## config.mk

```make
export PLATFORM = sky130hd
export DESIGN_NAME = trance_gate_step_sequencer_top
export DESIGN_NICKNAME = d
export VERILOG_FILES = /design/src/design/tgss_pkg.sv /design/src/design/tgss_regs.sv /design/src/design/tgss_srem.sv /design/src/design/tgss_smul.sv /design/src/design/trance_gate_step_sequencer_top.sv
export SDC_FILE = /design/constraint.sdc
export NUM_CORES = 2
export LEC_CHECK = 0
export ABC_AREA = 1
export BUFFER_PORTS_ARGS = -buffer_cell sky130_fd_sc_hd__buf_2
export CELL_PAD_IN_SITES_DETAIL_PLACEMENT = 1
export CELL_PAD_IN_SITES_GLOBAL_PLACEMENT = 2
export CORE_MARGIN = 3
export CORE_UTILIZATION = 38
export DETAILED_ROUTE_END_ITERATION = 8
export GPL_ROUTABILITY_DRIVEN = 0
export PLACE_DENSITY = 0.95
export SLEW_MARGIN = 25
export SYNTH_ARGS = -nofsm -noshare
export SYNTH_HDL_FRONTEND = slang
export SYNTH_HIERARCHICAL = 1
export SYNTH_SLANG_ARGS = --single-unit
```

## constraint.sdc

```tcl
create_clock -name i_clk -period 15.9 [get_ports i_clk]
set_input_delay 2.385 -clock i_clk [delete_from_list [all_inputs] [get_ports i_clk]]
set_output_delay 2.385 -clock i_clk [all_outputs]
set_load 0.01 [all_outputs]
```

## src/design/tgss_pkg.sv

```systemverilog
// tgss_pkg: shared constants, register map, configuration struct and
// sequencer states for the trance gate step sequencer.
// No dependencies.
package tgss_pkg;

    localparam int NUM_STEPS   = 16;
    localparam int SAMPLE_BITS = 24;

    localparam int STEP_W   = 4;
    localparam int FRAC_W   = 32;
    localparam int PHASE_W  = STEP_W + FRAC_W;
    localparam int INT_W    = 16;
    localparam int POS_W    = 48;
    localparam int LEN_W    = 5;
    localparam int LEVEL_W  = 17;
    localparam int COEFF_W  = 16;
    localparam int SWING_W  = 8;
    localparam int GAIN_W   = 9;
    localparam int EFF_W    = 25;
    localparam int EFF_FRAC = 24;
    localparam int MUL_A_W  = LEVEL_W + 1;
    localparam int CNT_W    = 5;

    localparam int CFG_DATA_W = 64;
    localparam int CFG_ADDR_W = 6;

    localparam int REM_STEPS   = INT_W - 1;
    localparam int LVL_STEPS   = COEFF_W;
    localparam int GAIN_STEPS  = GAIN_W;
    localparam int APPLY_STEPS = EFF_W;

    localparam logic [LEN_W-1:0]   LEN_MIN    = 5'd2;
    localparam logic [LEVEL_W-1:0] LEVEL_ONE  = 17'h10000;
    localparam logic [GAIN_W-1:0]  GAIN_FULL  = 9'd256;
    localparam logic [EFF_W-1:0]   EFF_ONE    = 25'h1000000;

    typedef enum logic [2:0] {
        REG_LEVELS_LO,
        REG_LEVELS_HI,
        REG_LENGTH,
        REG_INCREMENT,
        REG_COEFF,
        REG_SWING,
        REG_DEPTH,
        REG_MIX
    } t_reg_idx;

    typedef struct packed {
        logic [63:0]         step_levels_low;
        logic [63:0]         step_levels_high;
        logic [LEN_W-1:0]    pattern_length;
        logic [FRAC_W-1:0]   phase_increment;
        logic [COEFF_W-1:0]  smooth_coeff;
        logic [SWING_W-1:0]  swing_amount;
        logic [GAIN_W-1:0]   gate_depth;
        logic [GAIN_W-1:0]   wet_mix;
    } t_cfg;

    localparam t_cfg CFG_RESET = '{
        step_levels_low:  64'hFFFF_FFFF_FFFF_FFFF,
        step_levels_high: 64'hFFFF_FFFF_FFFF_FFFF,
        pattern_length:   5'd16,
        phase_increment:  32'd715828,
        smooth_coeff:     16'd114,
        swing_amount:     8'd0,
        gate_depth:       9'd256,
        wet_mix:          9'd256
    };

    typedef enum logic [3:0] {
        ST_IDLE,
        ST_REM,
        ST_SWING,
        ST_TARGET,
        ST_LEVEL,
        ST_LVL_UPD,
        ST_GAIN_LD,
        ST_GAIN,
        ST_MIX_LD,
        ST_MIX,
        ST_APPLY_LD,
        ST_APPLY,
        ST_OUT
    } t_state;

endpackage

```

## src/design/tgss_regs.sv

```systemverilog
// tgss_regs: APB register file holding the gate configuration.
// Depends on tgss_pkg.
module tgss_regs (
    input  logic                                i_clk,
    input  logic                                i_rst_n,
    input  logic                                psel,
    input  logic                                penable,
    input  logic                                pwrite,
    input  logic [tgss_pkg::CFG_ADDR_W-1:0]     paddr,
    input  logic [tgss_pkg::CFG_DATA_W-1:0]     pwdata,
    output logic [tgss_pkg::CFG_DATA_W-1:0]     prdata,
    output logic                                pready,
    output tgss_pkg::t_cfg                      o_cfg
);

    tgss_pkg::t_cfg     r_cfg;
    tgss_pkg::t_reg_idx reg_idx;
    logic               wr_en;

    assign pready  = 1'b1;
    assign wr_en   = psel && penable && pwrite;
    assign reg_idx = tgss_pkg::t_reg_idx'(paddr[tgss_pkg::CFG_ADDR_W-1:3]);
    assign o_cfg   = r_cfg;

    always_ff @(posedge i_clk) begin
        if (!i_rst_n) begin
            r_cfg <= tgss_pkg::CFG_RESET;
        end else if (wr_en) begin
            unique case (reg_idx)
                tgss_pkg::REG_LEVELS_LO: r_cfg.step_levels_low  <= pwdata;
                tgss_pkg::REG_LEVELS_HI: r_cfg.step_levels_high <= pwdata;
                tgss_pkg::REG_LENGTH:    r_cfg.pattern_length   <= pwdata[tgss_pkg::LEN_W-1:0];
                tgss_pkg::REG_INCREMENT: r_cfg.phase_increment  <= pwdata[tgss_pkg::FRAC_W-1:0];
                tgss_pkg::REG_COEFF:     r_cfg.smooth_coeff     <= pwdata[tgss_pkg::COEFF_W-1:0];
                tgss_pkg::REG_SWING:     r_cfg.swing_amount     <= pwdata[tgss_pkg::SWING_W-1:0];
                tgss_pkg::REG_DEPTH:     r_cfg.gate_depth       <= pwdata[tgss_pkg::GAIN_W-1:0];
                tgss_pkg::REG_MIX:       r_cfg.wet_mix          <= pwdata[tgss_pkg::GAIN_W-1:0];
            endcase
        end
    end

    always_comb begin
        unique case (reg_idx)
            tgss_pkg::REG_LEVELS_LO: prdata = r_cfg.step_levels_low;
            tgss_pkg::REG_LEVELS_HI: prdata = r_cfg.step_levels_high;
            tgss_pkg::REG_LENGTH:    prdata = tgss_pkg::CFG_DATA_W'(r_cfg.pattern_length);
            tgss_pkg::REG_INCREMENT: prdata = tgss_pkg::CFG_DATA_W'(r_cfg.phase_increment);
            tgss_pkg::REG_COEFF:     prdata = tgss_pkg::CFG_DATA_W'(r_cfg.smooth_coeff);
            tgss_pkg::REG_SWING:     prdata = tgss_pkg::CFG_DATA_W'(r_cfg.swing_amount);
            tgss_pkg::REG_DEPTH:     prdata = tgss_pkg::CFG_DATA_W'(r_cfg.gate_depth);
            tgss_pkg::REG_MIX:       prdata = tgss_pkg::CFG_DATA_W'(r_cfg.wet_mix);
        endcase
    end

endmodule

```

## src/design/tgss_srem.sv

```systemverilog
// tgss_srem: bit-serial floor remainder of a signed integer by the pattern
// length, one bit per cycle while i_run is high, MSB first. Depends on tgss_pkg.
module tgss_srem (
    input  logic                             i_clk,
    input  logic                             i_load,
    input  logic                             i_run,
    input  logic [tgss_pkg::INT_W-1:0]       i_value,
    input  logic [tgss_pkg::LEN_W-1:0]       i_len,
    output logic [tgss_pkg::STEP_W-1:0]      o_rem
);

    logic [tgss_pkg::INT_W-1:0] r_bits;
    logic [tgss_pkg::LEN_W-1:0] r_rem;
    logic [tgss_pkg::LEN_W-1:0] trial;

    // sign bit weighs -2^15: its residue is len-1 when set
    assign trial = {r_rem[tgss_pkg::STEP_W-1:0], r_bits[tgss_pkg::INT_W-1]};
    assign o_rem = r_rem[tgss_pkg::STEP_W-1:0];

    always_ff @(posedge i_clk) begin
        if (i_load) begin
            r_rem  <= i_value[tgss_pkg::INT_W-1] ? i_len - tgss_pkg::LEN_W'(1) : '0;
            r_bits <= {i_value[tgss_pkg::INT_W-2:0], 1'b0};
        end else if (i_run) begin
            r_rem  <= (trial >= i_len) ? trial - i_len : trial;
            r_bits <= {r_bits[tgss_pkg::INT_W-2:0], 1'b0};
        end
    end

endmodule

```

## src/design/tgss_smul.sv

```systemverilog
// tgss_smul: shift-add serial multiplier, signed multiplicand times unsigned
// multiplier, one multiplier bit per cycle while i_run is high, LSB first. Depends on nothing.
module tgss_smul #(
    parameter int A_W = 18,
    parameter int B_W = 16
) (
    input  logic                   i_clk,
    input  logic                   i_load,
    input  logic                   i_run,
    input  logic [A_W-1:0]         i_a,
    input  logic [B_W-1:0]         i_b,
    output logic [A_W+B_W-1:0]     o_prod
);

    logic [A_W-1:0] r_mcand;
    logic [A_W:0]   r_hi;
    logic [B_W-1:0] r_lo;
    logic [A_W:0]   addend;
    logic [A_W:0]   sum;

    assign addend = r_lo[0] ? {r_mcand[A_W-1], r_mcand} : '0;
    assign sum    = r_hi + addend;
    assign o_prod = {r_hi[A_W-1:0], r_lo};

    always_ff @(posedge i_clk) begin
        if (i_load) begin
            r_mcand <= i_a;
            r_hi    <= '0;
            r_lo    <= i_b;
        end else if (i_run) begin
            r_hi <= {sum[A_W], sum[A_W:1]};
            r_lo <= {sum[0], r_lo[B_W-1:1]};
        end
    end

endmodule

```

## src/design/trance_gate_step_sequencer_top.sv

```systemverilog
// Trance gate step sequencer, one stereo sample pair per transfer. An item is
// taken only while the sequencer is idle and then passes in order through a
// bit-serial remainder for the pattern position, the smoothing multiply (one
// step per coefficient bit), the depth and mix multiplies and the two sample
// multiplies running side by side (one step per gain bit), with setup and
// lookup states between them, before its result reaches the output register.
// The next item is taken while a finished result waits in the output
// register. Registers sit at byte address 8*index, 64-bit data.
// Depends on tgss_pkg, tgss_regs, tgss_srem, tgss_smul.
module trance_gate_step_sequencer_top #(
    parameter  int SAMPLE_BITS = tgss_pkg::SAMPLE_BITS,
    localparam int IN_TDATA_W  = ((2 * SAMPLE_BITS + tgss_pkg::POS_W + 7) / 8) * 8,
    localparam int OUT_TDATA_W = ((2 * SAMPLE_BITS + tgss_pkg::STEP_W
                                   + tgss_pkg::LEVEL_W + 7) / 8) * 8
) (
    input  logic                               i_clk,
    input  logic                               i_rst_n,
    input  logic                               i_s_axis_tvalid,
    output logic                               o_s_axis_tready,
    // left_in, right_in, song_position
    input  logic [IN_TDATA_W-1:0]              i_s_axis_tdata,
    // locked
    input  logic                               i_s_axis_tuser,
    output logic                               o_m_axis_tvalid,
    input  logic                               i_m_axis_tready,
    // left_out, right_out, current_step, gate_level
    output logic [OUT_TDATA_W-1:0]             o_m_axis_tdata,
    input  logic                               psel,
    input  logic                               penable,
    input  logic                               pwrite,
    input  logic [tgss_pkg::CFG_ADDR_W-1:0]    paddr,
    input  logic [tgss_pkg::CFG_DATA_W-1:0]    pwdata,
    output logic [tgss_pkg::CFG_DATA_W-1:0]    prdata,
    output logic                               pready
);

    localparam int SB    = SAMPLE_BITS;
    localparam int APP_W = SB + tgss_pkg::EFF_W;
    localparam int OUT_W = 2 * SB + tgss_pkg::STEP_W + tgss_pkg::LEVEL_W;

    tgss_pkg::t_cfg   cfg;
    tgss_pkg::t_state r_state;
    tgss_pkg::t_state n_state;
    logic [tgss_pkg::CNT_W-1:0] r_cnt;

    logic in_acc;
    logic rem_run, lvl_load, lvl_run, gn_load, gn_run, app_load, app_run;
    logic phase_wr, level_wr, out_load;

    logic [SB-1:0]                   r_left, r_right;
    logic [tgss_pkg::FRAC_W-1:0]     r_frac;
    logic [tgss_pkg::PHASE_W-1:0]    r_phase;
    logic [tgss_pkg::LEVEL_W-1:0]    r_level;
    logic [tgss_pkg::STEP_W-1:0]     r_step;

    logic                            r_out_valid;
    logic [SB-1:0]                   r_out_left, r_out_right;
    logic [tgss_pkg::STEP_W-1:0]     r_out_step;
    logic [tgss_pkg::LEVEL_W-1:0]    r_out_level;

    logic [tgss_pkg::PHASE_W:0]      run_sum;
    logic [tgss_pkg::POS_W-1:0]      in_pos;
    logic [tgss_pkg::INT_W-1:0]      rem_value;
    logic [tgss_pkg::LEN_W-1:0]      len_eff;
    logic [tgss_pkg::STEP_W-1:0]     rem_q;

    logic [tgss_pkg::FRAC_W+8:0]     swing_prod;
    logic                            swing_hold;
    logic [tgss_pkg::STEP_W-1:0]     use_step;

    logic [127:0]                    levels;
    logic [7:0]                      step_val;
    logic [tgss_pkg::LEVEL_W-1:0]    target;
    logic [tgss_pkg::MUL_A_W-1:0]    diff;

    logic [tgss_pkg::MUL_A_W+tgss_pkg::COEFF_W-1:0] lvl_prod;
    logic [tgss_pkg::MUL_A_W+tgss_pkg::COEFF_W-1:0] lvl_round;
    logic [tgss_pkg::MUL_A_W-1:0]    delta;
    logic [tgss_pkg::MUL_A_W:0]      lvl_sum;
    logic [tgss_pkg::LEVEL_W-1:0]    lvl_next;

    logic [tgss_pkg::GAIN_W-1:0]     depth_c, mix_c;
    logic [tgss_pkg::MUL_A_W-1:0]    gn_a;
    logic [tgss_pkg::GAIN_W-1:0]     gn_b;
    logic [tgss_pkg::MUL_A_W+tgss_pkg::GAIN_W-1:0] gn_prod;
    logic [tgss_pkg::MUL_A_W+tgss_pkg::GAIN_W-1:0] gn_round;
    logic [tgss_pkg::EFF_W-1:0]      eff;

    logic [APP_W-1:0]                app_l_prod, app_r_prod;
    logic [SB-1:0]                   y_left, y_right;

    function automatic logic [SB-1:0] round_sat(input logic [APP_W-1:0] p);
        logic [APP_W-1:0] q;
        logic [SB:0]      y;
        q = p + APP_W'(1 << (tgss_pkg::EFF_FRAC - 1));
        y = q[APP_W-1:tgss_pkg::EFF_FRAC];
        if (y[SB] != y[SB-1]) begin
            round_sat = y[SB] ? {1'b1, {(SB-1){1'b0}}} : {1'b0, {(SB-1){1'b1}}};
        end else begin
            round_sat = y[SB-1:0];
        end
    endfunction

    tgss_regs u_regs (
        .i_clk   (i_clk),
        .i_rst_n (i_rst_n),
        .psel    (psel),
        .penable (penable),
        .pwrite  (pwrite),
        .paddr   (paddr),
        .pwdata  (pwdata),
        .prdata  (prdata),
        .pready  (pready),
        .o_cfg   (cfg)
    );

    // ---------------- handshake and sequencer ----------------
    assign o_s_axis_tready = (r_state == tgss_pkg::ST_IDLE);
    assign in_acc          = i_s_axis_tvalid && o_s_axis_tready;

    always_comb begin
        n_state = r_state;
        unique case (r_state)
            tgss_pkg::ST_IDLE:     if (in_acc) n_state = tgss_pkg::ST_REM;
            tgss_pkg::ST_REM: begin
                if (r_cnt == tgss_pkg::CNT_W'(tgss_pkg::REM_STEPS - 1))
                    n_state = tgss_pkg::ST_SWING;
            end
            tgss_pkg::ST_SWING:    n_state = tgss_pkg::ST_TARGET;
            tgss_pkg::ST_TARGET:   n_state = tgss_pkg::ST_LEVEL;
            tgss_pkg::ST_LEVEL: begin
                if (r_cnt == tgss_pkg::CNT_W'(tgss_pkg::LVL_STEPS - 1))
                    n_state = tgss_pkg::ST_LVL_UPD;
            end
            tgss_pkg::ST_LVL_UPD:  n_state = tgss_pkg::ST_GAIN_LD;
            tgss_pkg::ST_GAIN_LD:  n_state = tgss_pkg::ST_GAIN;
            tgss_pkg::ST_GAIN: begin
                if (r_cnt == tgss_pkg::CNT_W'(tgss_pkg::GAIN_STEPS - 1))
                    n_state = tgss_pkg::ST_MIX_LD;
            end
            tgss_pkg::ST_MIX_LD:   n_state = tgss_pkg::ST_MIX;
            tgss_pkg::ST_MIX: begin
                if (r_cnt == tgss_pkg::CNT_W'(tgss_pkg::GAIN_STEPS - 1))
                    n_state = tgss_pkg::ST_APPLY_LD;
            end
            tgss_pkg::ST_APPLY_LD: n_state = tgss_pkg::ST_APPLY;
            tgss_pkg::ST_APPLY: begin
                if (r_cnt == tgss_pkg::CNT_W'(tgss_pkg::APPLY_STEPS - 1))
                    n_state = tgss_pkg::ST_OUT;
            end
            tgss_pkg::ST_OUT: begin
                if (!r_out_valid || i_m_axis_tready) n_state = tgss_pkg::ST_IDLE;
            end
            default:               n_state = tgss_pkg::ST_IDLE;
        endcase
    end

    always_comb begin
        rem_run  = 1'b0;
        lvl_load = 1'b0;
        lvl_run  = 1'b0;
        gn_load  = 1'b0;
        gn_run   = 1'b0;
        app_load = 1'b0;
        app_run  = 1'b0;
        phase_wr = 1'b0;
        level_wr = 1'b0;
        out_load = 1'b0;
        unique case (r_state)
            tgss_pkg::ST_REM:      rem_run  = 1'b1;
            tgss_pkg::ST_SWING:    phase_wr = 1'b1;
            tgss_pkg::ST_TARGET:   lvl_load = 1'b1;
            tgss_pkg::ST_LEVEL:    lvl_run  = 1'b1;
            tgss_pkg::ST_LVL_UPD:  level_wr = 1'b1;
            tgss_pkg::ST_GAIN_LD,
            tgss_pkg::ST_MIX_LD:   gn_load  = 1'b1;
            tgss_pkg::ST_GAIN,
            tgss_pkg::ST_MIX:      gn_run   = 1'b1;
            tgss_pkg::ST_APPLY_LD: app_load = 1'b1;
            tgss_pkg::ST_APPLY:    app_run  = 1'b1;
            tgss_pkg::ST_OUT:      out_load = !r_out_valid || i_m_axis_tready;
            default: ;
        endcase
    end

    always_ff @(posedge i_clk) begin
        if (!i_rst_n) begin
            r_state <= tgss_pkg::ST_IDLE;
            r_cnt   <= '0;
        end else begin
            r_state <= n_state;
            r_cnt   <= (r_state != n_state) ? '0 : r_cnt + tgss_pkg::CNT_W'(1);
        end
    end

    // ---------------- pattern position ----------------
    assign in_pos  = i_s_axis_tdata[2*SB +: tgss_pkg::POS_W];
    assign run_sum = {1'b0, r_phase} + (tgss_pkg::PHASE_W + 1)'(cfg.phase_increment);

    always_comb begin
        if (cfg.pattern_length < tgss_pkg::LEN_MIN) begin
            len_eff = tgss_pkg::LEN_MIN;
        end else if (cfg.pattern_length > tgss_pkg::LEN_W'(tgss_pkg::NUM_STEPS)) begin
            len_eff = tgss_pkg::LEN_W'(tgss_pkg::NUM_STEPS);
        end else begin
            len_eff = cfg.pattern_length;
        end
    end

    assign rem_value = i_s_axis_tuser
                     ? in_pos[tgss_pkg::POS_W-1:tgss_pkg::FRAC_W]
                     : tgss_pkg::INT_W'(run_sum[tgss_pkg::PHASE_W:tgss_pkg::FRAC_W]);

    tgss_srem u_srem (
        .i_clk   (i_clk),
        .i_load  (in_acc),
        .i_run   (rem_run),
        .i_value (rem_value),
        .i_len   (len_eff),
        .o_rem   (rem_q)
    );

    always_ff @(posedge i_clk) begin
        if (in_acc) begin
            r_left  <= i_s_axis_tdata[SB-1:0];
            r_right <= i_s_axis_tdata[2*SB-1:SB];
            r_frac  <= i_s_axis_tuser ? in_pos[tgss_pkg::FRAC_W-1:0]
                                      : run_sum[tgss_pkg::FRAC_W-1:0];
        end
    end

    // swing: frac * 510 < swing * 2^32, compared on the integer part
    assign swing_prod = {r_frac, 9'b0} - {8'b0, r_frac, 1'b0};
    assign swing_hold = (cfg.swing_amount != '0) && rem_q[0]
                     && (swing_prod[tgss_pkg::FRAC_W+8:tgss_pkg::FRAC_W]
                         < {1'b0, cfg.swing_amount});
    assign use_step   = swing_hold ? rem_q - tgss_pkg::STEP_W'(1) : rem_q;

    always_ff @(posedge i_clk) begin
        if (!i_rst_n) begin
            r_phase <= '0;
        end else if (phase_wr) begin
            r_phase <= {rem_q, r_frac};
        end
    end

    always_ff @(posedge i_clk) begin
        if (phase_wr) r_step <= use_step;
    end

    // ---------------- level smoothing ----------------
    assign levels   = {cfg.step_levels_high, cfg.step_levels_low};
    assign step_val = levels[{r_step, 3'b000} +: 8];
    // v * 65536 / 255 rounded: v * 257 plus one for the upper half
    assign target   = {1'b0, step_val, step_val} + tgss_pkg::LEVEL_W'(step_val[7]);
    assign diff     = {1'b0, target} - {1'b0, r_level};

    tgss_smul #(
        .A_W (tgss_pkg::MUL_A_W),
        .B_W (tgss_pkg::COEFF_W)
    ) u_mul_lvl (
        .i_clk  (i_clk),
        .i_load (lvl_load),
        .i_run  (lvl_run),
        .i_a    (diff),
        .i_b    (cfg.smooth_coeff),
        .o_prod (lvl_prod)
    );

    assign lvl_round = lvl_prod + (tgss_pkg::MUL_A_W + tgss_pkg::COEFF_W)'(32768);
    assign delta     = lvl_round[tgss_pkg::MUL_A_W+tgss_pkg::COEFF_W-1:tgss_pkg::COEFF_W];
    assign lvl_sum   = {2'b00, r_level} + {delta[tgss_pkg::MUL_A_W-1], delta};

    always_comb begin
        if (lvl_sum[tgss_pkg::MUL_A_W]) begin
            lvl_next = '0;
        end else if (lvl_sum[tgss_pkg::MUL_A_W-1:0] > {1'b0, tgss_pkg::LEVEL_ONE}) begin
            lvl_next = tgss_pkg::LEVEL_ONE;
        end else begin
            lvl_next = lvl_sum[tgss_pkg::LEVEL_W-1:0];
        end
    end

    always_ff @(posedge i_clk) begin
        if (!i_rst_n) begin
            r_level <= tgss_pkg::LEVEL_ONE;
        end else if (level_wr) begin
            r_level <= lvl_next;
        end
    end

    // ---------------- depth and mix ----------------
    assign depth_c = (cfg.gate_depth > tgss_pkg::GAIN_FULL) ? tgss_pkg::GAIN_FULL
                                                            : cfg.gate_depth;
    assign mix_c   = (cfg.wet_mix > tgss_pkg::GAIN_FULL) ? tgss_pkg::GAIN_FULL
                                                         : cfg.wet_mix;

    // 65536 - g equals the rounded depth product
    assign gn_round = gn_prod + (tgss_pkg::MUL_A_W + tgss_pkg::GAIN_W)'(128);
    assign gn_a     = (r_state == tgss_pkg::ST_MIX_LD)
                    ? gn_round[tgss_pkg::MUL_A_W+7:8]
                    : {1'b0, tgss_pkg::LEVEL_ONE} - {1'b0, r_level};
    assign gn_b     = (r_state == tgss_pkg::ST_MIX_LD) ? mix_c : depth_c;

    tgss_smul #(
        .A_W (tgss_pkg::MUL_A_W),
        .B_W (tgss_pkg::GAIN_W)
    ) u_mul_gain (
        .i_clk  (i_clk),
        .i_load (gn_load),
        .i_run  (gn_run),
        .i_a    (gn_a),
        .i_b    (gn_b),
        .o_prod (gn_prod)
    );

    assign eff = tgss_pkg::EFF_ONE - gn_prod[tgss_pkg::EFF_W-1:0];

    // ---------------- sample gain, both channels ----------------
    tgss_smul #(
        .A_W (SB),
        .B_W (tgss_pkg::EFF_W)
    ) u_mul_left (
        .i_clk  (i_clk),
        .i_load (app_load),
        .i_run  (app_run),
        .i_a    (r_left),
        .i_b    (eff),
        .o_prod (app_l_prod)
    );

    tgss_smul #(
        .A_W (SB),
        .B_W (tgss_pkg::EFF_W)
    ) u_mul_right (
        .i_clk  (i_clk),
        .i_load (app_load),
        .i_run  (app_run),
        .i_a    (r_right),
        .i_b    (eff),
        .o_prod (app_r_prod)
    );

    assign y_left  = round_sat(app_l_prod);
    assign y_right = round_sat(app_r_prod);

    // ---------------- output register ----------------
    always_ff @(posedge i_clk) begin
        if (!i_rst_n) begin
            r_out_valid <= 1'b0;
        end else begin
            r_out_valid <= out_load || (r_out_valid && !i_m_axis_tready);
        end
    end

    always_ff @(posedge i_clk) begin
        if (out_load) begin
            r_out_left  <= y_left;
            r_out_right <= y_right;
            r_out_step  <= r_step;
            r_out_level <= r_level;
        end
    end

    assign o_m_axis_tvalid = r_out_valid;
    assign o_m_axis_tdata  = OUT_TDATA_W'({r_out_level, r_out_step, r_out_right, r_out_left});

endmodule

```

==> summary.md <==
| Metric | Value |
|---|---|
| Clk slew on worst S/H paths | ~60 ps |
| Stages on worst setup path | 8 |
| Vias in the first global route | between 40,000 and 50,000 |
| Post-CTS Hold Fix Bufs | 0 |
| Overflow left after global routing | 0 |
| Logic gate share of total power | 0.097 |
| Max stage delay on crit path | approximately 630 ps |
| Die width | between 300 and 400 um |
| Int Pwr | roughly 3.2 mW |
| Critical Path AT | around 4600 ps |
| Die Footprint | roughly 120,000 um^2 |
| Crit Reg-Reg Endpoint | u_mul_lvl/r_mcand[14]$_DFFE_PP_ |
| Post-route minimum period | 7020 ps |
| Achievable Freq | between 100 and 150 MHz |
| Layout cell share with drive strength beyond 1 | 0.0961 |
| Clock share of power | 0.457 |
| Leak pwr | about 24 nW |
| Critical Path Slowest Stage Cell | buf_4 |
| Finished Core Util | 0.434 |
| Synth cell types | 67 |
| Worst setup startpoint | paddr[5] |
| IO Port Bufs | between 300 and 400 |
| Rows | roughly 120 |
| Syn Area/Cell | approximately 7.1 um^2 |
| Max-slew violation count | 0 |
| Buffers plus inverters on the worst setup path | 5 |
| Most frequent cells in the layout | 2,031 x nand2_1, 694 x inv_1, 532 x nor2_1, 428 x nand3_1, 354 x dfxtp_1 |
| First DRT Iteration DRCs | about 2,300 |
| CTS sink cnt | around 690 |
| Fillcell total | about 14,000 |
| Tot GR Track Use | 0.244 |
| Synth warn | 6 |
| Flop pwr share | 0.446 |
| Worst path top cell family by delay | buffers and inverters |
| Sequential cell area fraction in the yosys report | 0.401 |
| DRC | 0 |
| Least-Margin Pin Slew | 1060 ps |
| Switching part of the total | 0.270 |
| Place WS | about 9000 ps |
| Die Span Y | approximately 340 um |
| Ys async rst share | 0 |
| Hold Vio Cnt, Final | 0 |
| Outcome | completed |
| Area share of fa/ha/maj cells after synthesis | 0.0671 |
| Simple-gate area share of the yosys netlist | 0.325 |
| Worst slew margin | 0.294 |
| Initial DRT Pass Iterations | 5 |
| Syn Inst Count | 5,952 |
| Num CTS Buffers | 86 |
| Drt via density | roughly 5 |
| Mux contribution to synthesized area | 0.00754 |
| Final WS setup | 8880 ps |
| Max-Cap Viols | 0 |
| End point of the critical path | prdata[10] |
| Main synth FF type | dfxtp_1 |
| Setup bufs post-CTS | 0 |
| Area Overhead vs Synth | 13.1% |
| Initial Utilization | 0.384 |
| Worst Reg-to-Reg Cells | 21 |
| CTS tree | yes |
| R2r setup slk | around 11,000 ps |
| CTS resizes | 0 |
| First-pass GRT wire length | roughly 230,000 um |
| Fin crit share | 0.441 |
| Crit-path cells | buf_2, inv_2, nand3_1, inv_2, buf_4, nand2_1, nand4_1, buf_2 |
| Via count | between 30,000 and 40,000 |
| Worst Setup Path Type | primary input to output pin |
| Worst Path Required | roughly 14,000 ps |
| RSZ-0062 raised after global routing | no |
| Setup Skew | between 30 and 40 ps |
| H-tree depth | 3 |
| Synth Area in Compound Gates | 0.0831 |
| Root buffer cell | clkbuf_16 |
| Setup TNS | 0 ps |
| Count of state elements after synthesis | around 690 |
| Area of the core | about 110,000 um^2 |
| Pwr Total | around 4.4 mW |
| Worst setup EP type | output pin |
| Initial antenna violation count | 18 |
| Worst Hold Class | register to register |
| Final setup vio count | 0 |
| Xor/xnor share of the synthesized area | 0.0300 |
| Net Sw Power | about 1.2 mW |
| FF-to-FF Start | r_step[0]$_DFFE_PP_ |
| Crit Path Max Fanout | approximately 60 |
| Pwr/cell area | around 91 nW/um^2 |
| Cell area after layout | 48,100 um^2 |
| EDFF count, synth | around 330 |
| Routed wire length | approximately 140,000 um |
| Post-DP Area | 45,200 um^2 |
| Routed length per instance | roughly 19 um |
| Largest family of logic cells by synthesized area | simple AND/OR/NAND/NOR gates |
| Clock Path Buffers | 3 |
| Most common cell after layout, fill and taps aside | nand2_1 |
| DP HPWL | ~110,000 um |
| Nets | 6,568 |
| Startpoint types | primary input |
| Post-DRT Antenna Nets | 0 |
| Mapped Area | 42,500 um^2 |
| Skew-Pair Late Insertion Delay | 690 ps |
| # IOs | between 300 and 400 |
| Largest net degree at the start of global routing | a little under 100 |
| VDD IR max | between 80 and 90 uV |
[flip-flops by register name, summed over array words and instances (netlist names), 24 cells and up]
| name | flops |
|---|---|
| u_mul_left/r_lo | 25 |
| u_mul_left/r_mcand | 24 |
| r_right | 24 |
| u_mul_right/r_mcand | 24 |
| r_phase | 36 |
| r_left | 24 |
| u_mul_right/r_lo | 25 |
| r_out_right | 24 |
| u_regs/o_cfg | 207 |
| u_mul_right/r_hi | 24 |
| r_frac | 32 |
| r_out_left | 24 |
| u_mul_left/r_hi | 24 |
[layout make-up]
type                            count  area, um^2  area share
Tap cell                         1488        1860      0.0387
Antenna cell                       10        25.0    0.000520
Sequential cell                   685       17000       0.354
Multi-Input combinational cell   4349       21900       0.455
Timing Repair Buffer              332        1740      0.0362
Clock buffer                      110        2330      0.0485
Inverter                          717        2690      0.0560
Clock inverter                     51         526      0.0109
[kinds of logic (layout without fill, tap and decap cells)]
family / Yosys count / count (layout)
buffers and inverters: 920 / 1210
AO/OA/AOI/OAI: 639 / 639
XOR/XNOR: 144 / 144
flip-flops: 685 / 685
AND/OR/NAND/NOR: 3307 / 3307
adder cells (fa/ha/maj): 223 / 223
other: 2 / 14
multiplexers: 32 / 32
[power groups by stage]
stage / registers [mW] / logic [mW] / clock network, mW
global route: 1.95 / 0.479 / 2.12
floorplan: 1.96 / 0.288 / 0
detailed placement: 1.98 / 0.421 / 0
CTS: 1.94 / 0.424 / 2.05
finish: 1.94 / 0.424 / 1.99
global placement: 1.98 / 0.406 / 0
[synthesized netlist by cell type, drive strengths merged, types with 3 or more instances]
cell type | count | area (um^2)
a211oi | 3 | 22.5
a21boi | 5 | 37.5
a21o | 12 | 90.1
a21oi | 263 | 1340
a22oi | 15 | 113
a31oi | 12 | 75.1
a32o | 5 | 50.1
and2 | 6 | 37.5
and3 | 5 | 31.3
buf | 90 | 542
clkbuf | 113 | 425
clkinv | 6 | 22.5
dfxtp | 354 | 7090
edfxtp | 331 | 9940
fa | 8 | 160
ha | 215 | 2690
inv | 711 | 2670
mux2i | 32 | 320
nand2 | 2057 | 7800
nand3 | 442 | 2290
nand3b | 13 | 97.6
nand4 | 93 | 582
nor2 | 571 | 2300
nor3 | 64 | 337
nor3b | 4 | 30.0
nor4 | 10 | 62.6
o211ai | 37 | 278
o21ai | 257 | 1290
o21bai | 4 | 30.0
o22ai | 7 | 43.8
o31ai | 8 | 60.1
or2 | 38 | 240
xnor2 | 49 | 429
xor2 | 95 | 847
[per-stage QoR]
stage,hold slack (ps),std cells
after floorplan,400,5954
after detailed placement,406,7571
after CTS,407,7732
after global placement,404,7571
final,398,7742
after global routing,413,7735
[how the worst min path moves through the flow]
stage / slack [ps] / from / cells after the start / to
after floorplan: 400 / r_left[0]$_DFFE_PP_ / 0 / u_mul_left/r_mcand[0]$_DFFE_PP_
after global placement: 400 / r_right[10]$_DFFE_PP_ / 0 / u_mul_right/r_mcand[10]$_DFFE_PP_
after detailed placement: 410 / r_right[4]$_DFFE_PP_ / 0 / u_mul_right/r_mcand[4]$_DFFE_PP_
after CTS: 410 / r_left[23]$_DFFE_PP_ / 0 / u_mul_left/r_mcand[23]$_DFFE_PP_
after global routing: 410 / r_left[23]$_DFFE_PP_ / 0 / u_mul_left/r_mcand[23]$_DFFE_PP_
final: 400 / r_left[23]$_DFFE_PP_ / 0 / u_mul_left/r_mcand[23]$_DFFE_PP_
[routing by layer]
| metal | track usage | part of all wire | vias up |
|---|---|---|---|
| li1 | - | - | 19700 |
| met4 | 0.0765 | 0.029 | 12 |
| met5 | 0 | 0.00053 | - |
| met3 | 0.0378 | 0.053 | 227 |
| met1 | 0.308 | 0.43 | 19100 |
| met2 | 0.428 | 0.48 | 783 |
Note: power is estimated with default switching activity, not from simulation.
